## src/rtl/core/sha256_pkg.sv

```systemverilog
// SHA-256 hasher package: round constants, initial hash values, shared types.
// No dependencies; used by every module under rtl/core.
package sha256_pkg;

    // Item passed from the front end to the compression back end
    typedef struct packed {
        logic [7:0] data_byte;
        logic       has_data;
        logic       last_byte;
    } sha_item_t;

    localparam int QueueDepth = 4;
    localparam int QueueAw    = 2;

    function automatic logic [31:0] round_const(input logic [5:0] idx);
        logic [31:0] k;
        unique case (idx)
            6'd0:  k = 32'h428a2f98; 6'd1:  k = 32'h71374491;
            6'd2:  k = 32'hb5c0fbcf; 6'd3:  k = 32'he9b5dba5;
            6'd4:  k = 32'h3956c25b; 6'd5:  k = 32'h59f111f1;
            6'd6:  k = 32'h923f82a4; 6'd7:  k = 32'hab1c5ed5;
            6'd8:  k = 32'hd807aa98; 6'd9:  k = 32'h12835b01;
            6'd10: k = 32'h243185be; 6'd11: k = 32'h550c7dc3;
            6'd12: k = 32'h72be5d74; 6'd13: k = 32'h80deb1fe;
            6'd14: k = 32'h9bdc06a7; 6'd15: k = 32'hc19bf174;
            6'd16: k = 32'he49b69c1; 6'd17: k = 32'hefbe4786;
            6'd18: k = 32'h0fc19dc6; 6'd19: k = 32'h240ca1cc;
            6'd20: k = 32'h2de92c6f; 6'd21: k = 32'h4a7484aa;
            6'd22: k = 32'h5cb0a9dc; 6'd23: k = 32'h76f988da;
            6'd24: k = 32'h983e5152; 6'd25: k = 32'ha831c66d;
            6'd26: k = 32'hb00327c8; 6'd27: k = 32'hbf597fc7;
            6'd28: k = 32'hc6e00bf3; 6'd29: k = 32'hd5a79147;
            6'd30: k = 32'h06ca6351; 6'd31: k = 32'h14292967;
            6'd32: k = 32'h27b70a85; 6'd33: k = 32'h2e1b2138;
            6'd34: k = 32'h4d2c6dfc; 6'd35: k = 32'h53380d13;
            6'd36: k = 32'h650a7354; 6'd37: k = 32'h766a0abb;
            6'd38: k = 32'h81c2c92e; 6'd39: k = 32'h92722c85;
            6'd40: k = 32'ha2bfe8a1; 6'd41: k = 32'ha81a664b;
            6'd42: k = 32'hc24b8b70; 6'd43: k = 32'hc76c51a3;
            6'd44: k = 32'hd192e819; 6'd45: k = 32'hd6990624;
            6'd46: k = 32'hf40e3585; 6'd47: k = 32'h106aa070;
            6'd48: k = 32'h19a4c116; 6'd49: k = 32'h1e376c08;
            6'd50: k = 32'h2748774c; 6'd51: k = 32'h34b0bcb5;
            6'd52: k = 32'h391c0cb3; 6'd53: k = 32'h4ed8aa4a;
            6'd54: k = 32'h5b9cca4f; 6'd55: k = 32'h682e6ff3;
            6'd56: k = 32'h748f82ee; 6'd57: k = 32'h78a5636f;
            6'd58: k = 32'h84c87814; 6'd59: k = 32'h8cc70208;
            6'd60: k = 32'h90befffa; 6'd61: k = 32'ha4506ceb;
            6'd62: k = 32'hbef9a3f7; 6'd63: k = 32'hc67178f2;
            default: k = 32'h0;
        endcase
        return k;
    endfunction

    function automatic logic [31:0] init_hash(input logic [2:0] idx);
        logic [31:0] h;
        unique case (idx)
            3'd0: h = 32'h6a09e667; 3'd1: h = 32'hbb67ae85;
            3'd2: h = 32'h3c6ef372; 3'd3: h = 32'ha54ff53a;
            3'd4: h = 32'h510e527f; 3'd5: h = 32'h9b05688c;
            3'd6: h = 32'h1f83d9ab; 3'd7: h = 32'h5be0cd19;
            default: h = 32'h0;
        endcase
        return h;
    endfunction

    function automatic logic [31:0] rotr(input logic [31:0] x, input int n);
        return (x >> n) | (x << (32 - n));
    endfunction

endpackage

```

## src/rtl/core/sha256_front.sv

```systemverilog
// SHA-256 front end: accepts items, drops idle ones, queues the rest.
// Depends on sha256_pkg.
module sha256_front
(
    input  logic                  clk,
    input  logic                  rst_n,
    input  logic [7:0]            data_byte,
    input  logic                  has_data,
    input  logic                  last_byte,
    input  logic                  valid,
    output logic                  stall,
    output sha256_pkg::sha_item_t q_item,
    output logic                  q_valid,
    input  logic                  q_pop
);
    import sha256_pkg::*;

    sha_item_t          mem_reg [QueueDepth];
    logic [QueueAw-1:0] wr_ptr_reg, wr_ptr_next;
    logic [QueueAw-1:0] rd_ptr_reg, rd_ptr_next;
    logic [QueueAw:0]   count_reg, count_next;
    logic               push;
    logic               do_pop;

    // Full queue stalls the input; idle items are accepted and dropped
    assign stall   = (count_reg == QueueAw'(0) + (QueueAw+1)'(QueueDepth));
    assign push    = valid && !stall && (has_data || last_byte);
    assign q_valid = (count_reg != '0);
    assign do_pop  = q_pop && q_valid;
    assign q_item  = mem_reg[rd_ptr_reg];

    always_comb
    begin
        wr_ptr_next = wr_ptr_reg + QueueAw'(push);
        rd_ptr_next = rd_ptr_reg + QueueAw'(do_pop);
        count_next  = count_reg + (QueueAw+1)'(push) - (QueueAw+1)'(do_pop);
    end

    always_ff @(posedge clk or negedge rst_n)
    begin
        if (!rst_n)
        begin
            wr_ptr_reg <= '0;
            rd_ptr_reg <= '0;
            count_reg  <= '0;
        end
        else
        begin
            wr_ptr_reg <= wr_ptr_next;
            rd_ptr_reg <= rd_ptr_next;
            count_reg  <= count_next;
        end
    end

    // Queue storage
    always_ff @(posedge clk)
    begin
        if (push)
        begin
            mem_reg[wr_ptr_reg] <= '{data_byte: data_byte, has_data: has_data,
                                     last_byte: last_byte};
        end
    end
endmodule

```

## src/rtl/core/sha256_back.sv

```systemverilog
// SHA-256 back end: block packing, padding, 64-round compression, digest out.
// Depends on sha256_pkg.
module sha256_back
(
    input  logic                  clk,
    input  logic                  rst_n,
    input  sha256_pkg::sha_item_t q_item,
    input  logic                  q_valid,
    output logic                  q_pop,
    output logic [31:0]           digest_word,
    output logic [2:0]            word_index,
    output logic                  last_word,
    output logic                  out_valid,
    input  logic                  out_stall
);
    import sha256_pkg::*;

    typedef enum logic [5:0] {
        ST_IDLE  = 6'b000001,
        ST_PAD   = 6'b000010,
        ST_LEN   = 6'b000100,
        ST_ROUND = 6'b001000,
        ST_ADD   = 6'b010000,
        ST_EMIT  = 6'b100000
    } state_t;

    state_t      state_reg, state_next;
    logic [31:0] hash_reg [8];
    logic [31:0] w_reg [16];
    logic [31:0] v_reg [8];
    logic [5:0]  fill_reg;
    logic [63:0] len_reg;
    logic [5:0]  round_reg;
    logic [2:0]  emit_reg;
    logic        final_reg;    // compression ends the message
    logic        pad80_reg;    // 0x80 already placed
    logic        len_done_reg; // length words written into the block

    logic [31:0] s0, s1, w_new, big0, big1, ch, maj, t1, t2;
    logic [3:0]  widx;
    logic [4:0]  shamt;
    logic [31:0] byte_word;
    logic [7:0]  put_val;
    logic        put_en;

    // Message schedule and round logic: w_reg holds the 16-word window
    always_comb
    begin
        s0 = rotr(w_reg[1], 7) ^ rotr(w_reg[1], 18) ^ (w_reg[1] >> 3);
        s1 = rotr(w_reg[14], 17) ^ rotr(w_reg[14], 19) ^ (w_reg[14] >> 10);
        w_new = s1 + w_reg[9] + s0 + w_reg[0];
        big1 = rotr(v_reg[4], 6) ^ rotr(v_reg[4], 11) ^ rotr(v_reg[4], 25);
        ch   = (v_reg[4] & v_reg[5]) ^ (~v_reg[4] & v_reg[6]);
        t1   = v_reg[7] + big1 + ch + round_const(round_reg) + w_reg[0];
        big0 = rotr(v_reg[0], 2) ^ rotr(v_reg[0], 13) ^ rotr(v_reg[0], 22);
        maj  = (v_reg[0] & v_reg[1]) ^ (v_reg[0] & v_reg[2]) ^ (v_reg[1] & v_reg[2]);
        t2   = big0 + maj;
    end

    // Byte insertion
    always_comb
    begin
        widx      = fill_reg[5:2];
        shamt     = {~fill_reg[1:0], 3'b000};
        put_en    = 1'b0;
        put_val   = 8'h00;
        q_pop     = 1'b0;
        if (state_reg == ST_IDLE && q_valid)
        begin
            q_pop   = 1'b1;
            put_en  = q_item.has_data;
            put_val = q_item.data_byte;
        end
        else if (state_reg == ST_PAD)
        begin
            put_en  = 1'b1;
            put_val = pad80_reg ? 8'h00 : 8'h80;
        end
        byte_word = (fill_reg[1:0] == 2'd0) ? 32'h0 : w_reg[widx];
        byte_word = byte_word | (32'(put_val) << shamt);
    end

    // Sequencer
    always_comb
    begin
        state_next = state_reg;
        unique case (state_reg)
            ST_IDLE:
            begin
                if (q_valid)
                begin
                    if (q_item.has_data && fill_reg == 6'd63)
                        state_next = ST_ROUND;
                    else if (q_item.last_byte)
                        state_next = ST_PAD;
                end
            end
            ST_PAD:
            begin
                if (fill_reg == 6'd63)
                    state_next = ST_ROUND;
                else if (pad80_reg && fill_reg == 6'd56)
                    state_next = ST_LEN;
            end
            ST_LEN:   state_next = ST_ROUND;
            ST_ROUND: if (round_reg == 6'd63) state_next = ST_ADD;
            ST_ADD:
            begin
                if (final_reg && fill_reg == 6'd0 && pad80_reg && len_done_reg)
                    state_next = ST_EMIT;
                else if (final_reg)
                    state_next = ST_PAD;
                else
                    state_next = ST_IDLE;
            end
            ST_EMIT:
            begin
                if (!out_stall && emit_reg == 3'd7)
                    state_next = ST_IDLE;
            end
            default: state_next = ST_IDLE;
        endcase
    end

    always_ff @(posedge clk or negedge rst_n)
    begin
        if (!rst_n)
        begin
            state_reg    <= ST_IDLE;
            fill_reg     <= '0;
            len_reg      <= '0;
            round_reg    <= '0;
            emit_reg     <= '0;
            final_reg    <= 1'b0;
            pad80_reg    <= 1'b0;
            len_done_reg <= 1'b0;
            for (int i = 0; i < 8; i++)
                hash_reg[i] <= init_hash(3'(i));
        end
        else
        begin
            state_reg <= state_next;
            if (put_en)
                fill_reg <= fill_reg + 6'd1;
            if (state_reg == ST_IDLE && q_valid)
            begin
                if (q_item.has_data)
                    len_reg <= len_reg + 64'd8;
                final_reg <= q_item.last_byte;
            end
            if (state_reg == ST_PAD)
                pad80_reg <= 1'b1;
            if (state_reg == ST_LEN)
            begin
                fill_reg     <= '0;
                len_done_reg <= 1'b1;
            end
            if (state_reg == ST_ROUND)
                round_reg <= round_reg + 6'd1;
            if (state_reg == ST_ADD)
            begin
                for (int i = 0; i < 8; i++)
                    hash_reg[i] <= hash_reg[i] + v_reg[i];
            end
            if (state_reg == ST_EMIT && !out_stall)
            begin
                emit_reg <= emit_reg + 3'd1;
                if (emit_reg == 3'd7)
                begin
                    for (int i = 0; i < 8; i++)
                        hash_reg[i] <= init_hash(3'(i));
                    len_reg      <= '0;
                    final_reg    <= 1'b0;
                    pad80_reg    <= 1'b0;
                    len_done_reg <= 1'b0;
                end
            end
        end
    end

    // Block words and working variables
    always_ff @(posedge clk)
    begin
        if (put_en)
            w_reg[widx] <= byte_word;
        if (state_reg == ST_LEN)
        begin
            w_reg[14] <= len_reg[63:32];
            w_reg[15] <= len_reg[31:0];
        end
        if (state_next == ST_ROUND && state_reg != ST_ROUND)
        begin
            for (int i = 0; i < 8; i++)
                v_reg[i] <= hash_reg[i];
        end
        if (state_reg == ST_ROUND)
        begin
            for (int i = 0; i < 15; i++)
                w_reg[i] <= w_reg[i+1];
            w_reg[15] <= w_new;
            v_reg[7] <= v_reg[6];
            v_reg[6] <= v_reg[5];
            v_reg[5] <= v_reg[4];
            v_reg[4] <= v_reg[3] + t1;
            v_reg[3] <= v_reg[2];
            v_reg[2] <= v_reg[1];
            v_reg[1] <= v_reg[0];
            v_reg[0] <= t1 + t2;
        end
    end

    assign out_valid   = (state_reg == ST_EMIT);
    assign digest_word = hash_reg[emit_reg];
    assign word_index  = emit_reg;
    assign last_word   = (emit_reg == 3'd7);
endmodule

```

## src/rtl/core/sha256_message_hasher.sv

```systemverilog
// SHA-256 hasher top level: front-end queue feeding the compression back end.
// Depends on sha256_pkg, sha256_front, sha256_back.
//
// Feed one message byte per item (has_data=1); set last_byte on the final
// item, or send has_data=0 with last_byte=1 to end a message (an empty one
// included). Bytes are absorbed at one per cycle into the block while the
// back end is idle, and none while a full 64-byte block goes through the
// single-round compression unit. At the end the block is padded one byte
// per cycle, compressed (twice if the length does not fit), and the eight
// digest words are emitted in order, word 0 first. A four-entry queue lets
// input keep arriving while a block compresses; idle items are dropped.
module sha256_message_hasher
(
    input  logic        clk,
    input  logic        rst_n,
    input  logic [7:0]  data_byte,
    input  logic        has_data,
    input  logic        last_byte,
    input  logic        in_valid,
    output logic        in_stall,
    output logic [31:0] digest_word,
    output logic [2:0]  word_index,
    output logic        last_word,
    output logic        out_valid,
    input  logic        out_stall
);
    import sha256_pkg::*;

    sha_item_t q_item;
    logic      q_valid;
    logic      q_pop;

    sha256_front u_front
    (
        .clk(clk), .rst_n(rst_n),
        .data_byte(data_byte), .has_data(has_data), .last_byte(last_byte),
        .valid(in_valid), .stall(in_stall),
        .q_item(q_item), .q_valid(q_valid), .q_pop(q_pop)
    );

    sha256_back u_back
    (
        .clk(clk), .rst_n(rst_n),
        .q_item(q_item), .q_valid(q_valid), .q_pop(q_pop),
        .digest_word(digest_word), .word_index(word_index), .last_word(last_word),
        .out_valid(out_valid), .out_stall(out_stall)
    );
endmodule
```

## config.mk

```make
export PLATFORM = sky130hd
export DESIGN_NAME = sha256_message_hasher
export DESIGN_NICKNAME = d
export VERILOG_FILES = /design/src/rtl/core/sha256_pkg.sv /design/src/rtl/core/sha256_front.sv /design/src/rtl/core/sha256_back.sv /design/src/rtl/core/sha256_message_hasher.sv
export SDC_FILE = /design/constraint.sdc
export NUM_CORES = 2
export LEC_CHECK = 0
export BUFFER_PORTS_ARGS = -buffer_cell sky130_fd_sc_hd__buf_4
export CORE_ASPECT_RATIO = 2
export CORE_MARGIN = 2
export CORE_UTILIZATION = 55
export DETAILED_ROUTE_END_ITERATION = 8
export PLACE_DENSITY = 0.69
export RECOVER_POWER = 25
export SLEW_MARGIN = 20
export SYNTH_ARGS = -nofsm -noshare
export SYNTH_HDL_FRONTEND = slang
export SYNTH_HIERARCHICAL = 1
export SYNTH_SLANG_ARGS = --single-unit
```

## constraint.sdc

```tcl
create_clock -name clk -period 22.5 [get_ports clk]
set_input_delay 2.25 -clock clk [delete_from_list [all_inputs] [get_ports clk]]
set_output_delay 2.25 -clock clk [all_outputs]
set_load 0.02 [all_outputs]
```

==> results.tsv <==
metric	value	unit
status	complete, but fails checks	
violations	capacitance limit, slew limit	
synth_area	80030	µm²
synth_warnings	6	
fp.dieH	543.5	µm
dp_cells	9267	
pwr-share-comb	0.457	
synth_top_flop_cell	edfxtp_1	
internal_power	5.591	mW
synth-edff-count	808	
cts_resized	0	
drtIter0Drc	7158	
switching_share	0.3815	
finalMaxSlewViolations	1342	
end_kind	flop	
timing.final.ws_setup	7.921	ns
port_buffers	51	
cts_hold_buf	0	
path_max_fanout	162	
synth.avg_cell_area	10.41	µm²
synth_nets	8297	
fin_area	85490	µm²
holdWs	0.5035	ns
drc	0	
final-setup-viol-count	0	
leakage	37.40	nW
final_hold_viol_count	0	
utilization	0.5899	
irDropWorstVdd	112.4	µV
cts_buffers	108	
grt_use_total	0.3467	
die-area	148800	µm²
cts_buffer_depth	3	
power.density	105.8	nW/µm²
grt_max_degree	175	
placed_cell_area	82040	µm²
vias	61910	
ant_nets	0	
die_w	273.7	µm
core_area	144900	µm²
syn_to_final_growth	6.819	%
grt-ovfl-total	0	
hold_class	flop to flop	
num_rows	198	
setup_tns	0	ns
path_clk_slew	0.06	ns
async_reset_ff_frac	0.3010	
power	9.041	mW
htreeDepth	3	
clkPwrFrac	0.214	
period_needed	14.58	ns
antenna_found_initial	3	
ys_seq_elements	1156	
cts_tree	done	
drive_gt1_frac	0.1038	
clock_latency	0.78	ns
crit_required	22.93	ns
worst_pin_slew	10.21	ns
cts.sinks	1156	
fmax	0.06859	GHz
fin_cells	9473	
postCtsSetupBuffers	0	
nets	8087	
hpwl	183200	µm
worstSetupStartpointType	flop	
initial_core_util	0.5522	
largest_reg_flops	512	
rsz0062_at_grt	false	
max_slew_margin	-5.808	
ioPinCount	52	
crit_type	flop to flop	
routabilityCongestion	0.9810	
grt_pass1_vias	58730	
synth_cell_type_count	96	
seq_area_frac_synth	0.4141	
netSwitchingPower	3.449	mW
dp_slack	12.03	ns
root_buffer	clkbuf_16	
maxCapViolations	20	
viasPerCell	6.535	
power_frac_seq	0.328	
syn_inst	7687	
dr.pass1.iters	6	
cp.arrival	15.01	ns
wl_per_cell	27.36	µm
grt_pass1_wl	385500	µm
skew	0.03883	ns
rrSetupSlack	7.92	ns
min_period_over_period	0.6480	
wirelength	259200	µm
kinds of logic (layout without fill, tap and decap cells):
family / after synthesis / count (layout) / synth area share
xor+xnor: 633 / 633 / 0.06927
fa+ha+maj: 617 / 617 / 0.1142
simple gates: 2100 / 2100 / 0.1138
mux: 325 / 325 / 0.08034
other cells: 0 / 1 / 0
compound gates: 2130 / 2130 / 0.1740
flops: 1156 / 1156 / 0.4141
buf+inv: 726 / 611 / 0.03433
cell usage after synthesis, drive strengths merged, types with 108 or more instances:
cell / instances / area [µm²]
a21o: 607 / 4557
a21oi: 524 / 2623
clkbuf: 406 / 1524
dfrtp: 211 / 5280
dfstp: 137 / 3600
edfxtp: 808 / 24260
fa: 196 / 3924
ha: 400 / 5005
inv: 268 / 1006
mux4: 245 / 5555
nand2: 1233 / 4628
nand3: 111 / 560.5
nor2: 359 / 1355
o211ai: 108 / 810.8
o21ai: 381 / 1907
xnor2: 435 / 3810
xor2: 198 / 1734
worst paths after layout:
path                       cells past startpoint           startpoint                    to
setup / recovery                               5  u_back/state_reg[4]   u_back/w_reg[0][19]
hold / removal                                 1  u_back/hash_reg[63]   u_back/hash_reg[63]
setup reg to reg                               5  u_back/state_reg[4]   u_back/w_reg[0][19]
hold reg to reg                                1  u_back/hash_reg[63]   u_back/hash_reg[63]
max in group asynchronous                      4                rst_n  u_back/hash_reg[242]
min in group asynchronous                      1                rst_n  u_front/count_reg[2]
area by class of cell:
class / count / area (µm²)
Inverter: 269 / 1010
Timing Repair Buffer: 137 / 993.5
Antenna cell: 1 / 2.502
Fill cell: 12300 / 59440
Clock inverter: 57 / 641.9
Multi-Input combinational cell: 5805 / 44310
Clock buffer: 148 / 2993
Tap cell: 1900 / 2377
Sequential cell: 1156 / 33160
layout by cell type, fill, tap and decap left out, drive strengths merged, types with 110 or more instances in the layout:
cell type,n
inv,273
dfstp,137
nor2,359
mux4,245
fa,196
o21ai,381
xor2,198
buf,110
nand2,1233
nand3,111
clkbuf,175
a21o,607
edfxtp,808
ha,400
dfrtp,211
xnor2,435
a21oi,524
routing by layer:
layer  track usage  vias up  wire length (µm)
li1              -    27480                 -
met2        0.5274     3082            116000
met5             0        -                13
met3       0.04835      646             22040
met4        0.1839        2             16230
met1        0.4827    30700            104800
power groups by stage:
stage / clock (mW) / sequential [mW] / combinational [mW]
global placement: 0 / 3.00 / 3.97
global route: 2.03 / 2.98 / 4.50
detailed placement: 0 / 3.00 / 4.03
finish: 1.94 / 2.97 / 4.14
CTS: 1.97 / 2.96 / 4.07
floorplan: 0 / 2.86 / 3.04
critical path: stages (launching register included):
cell      delay (ns)
dfrtp_1         0.74
nor2_1          0.20
nand4b_1        0.17
clkbuf_1        7.09
o21ai_0         4.75
buf_4           1.21
Note: power is estimated with default switching activity, not from simulation.
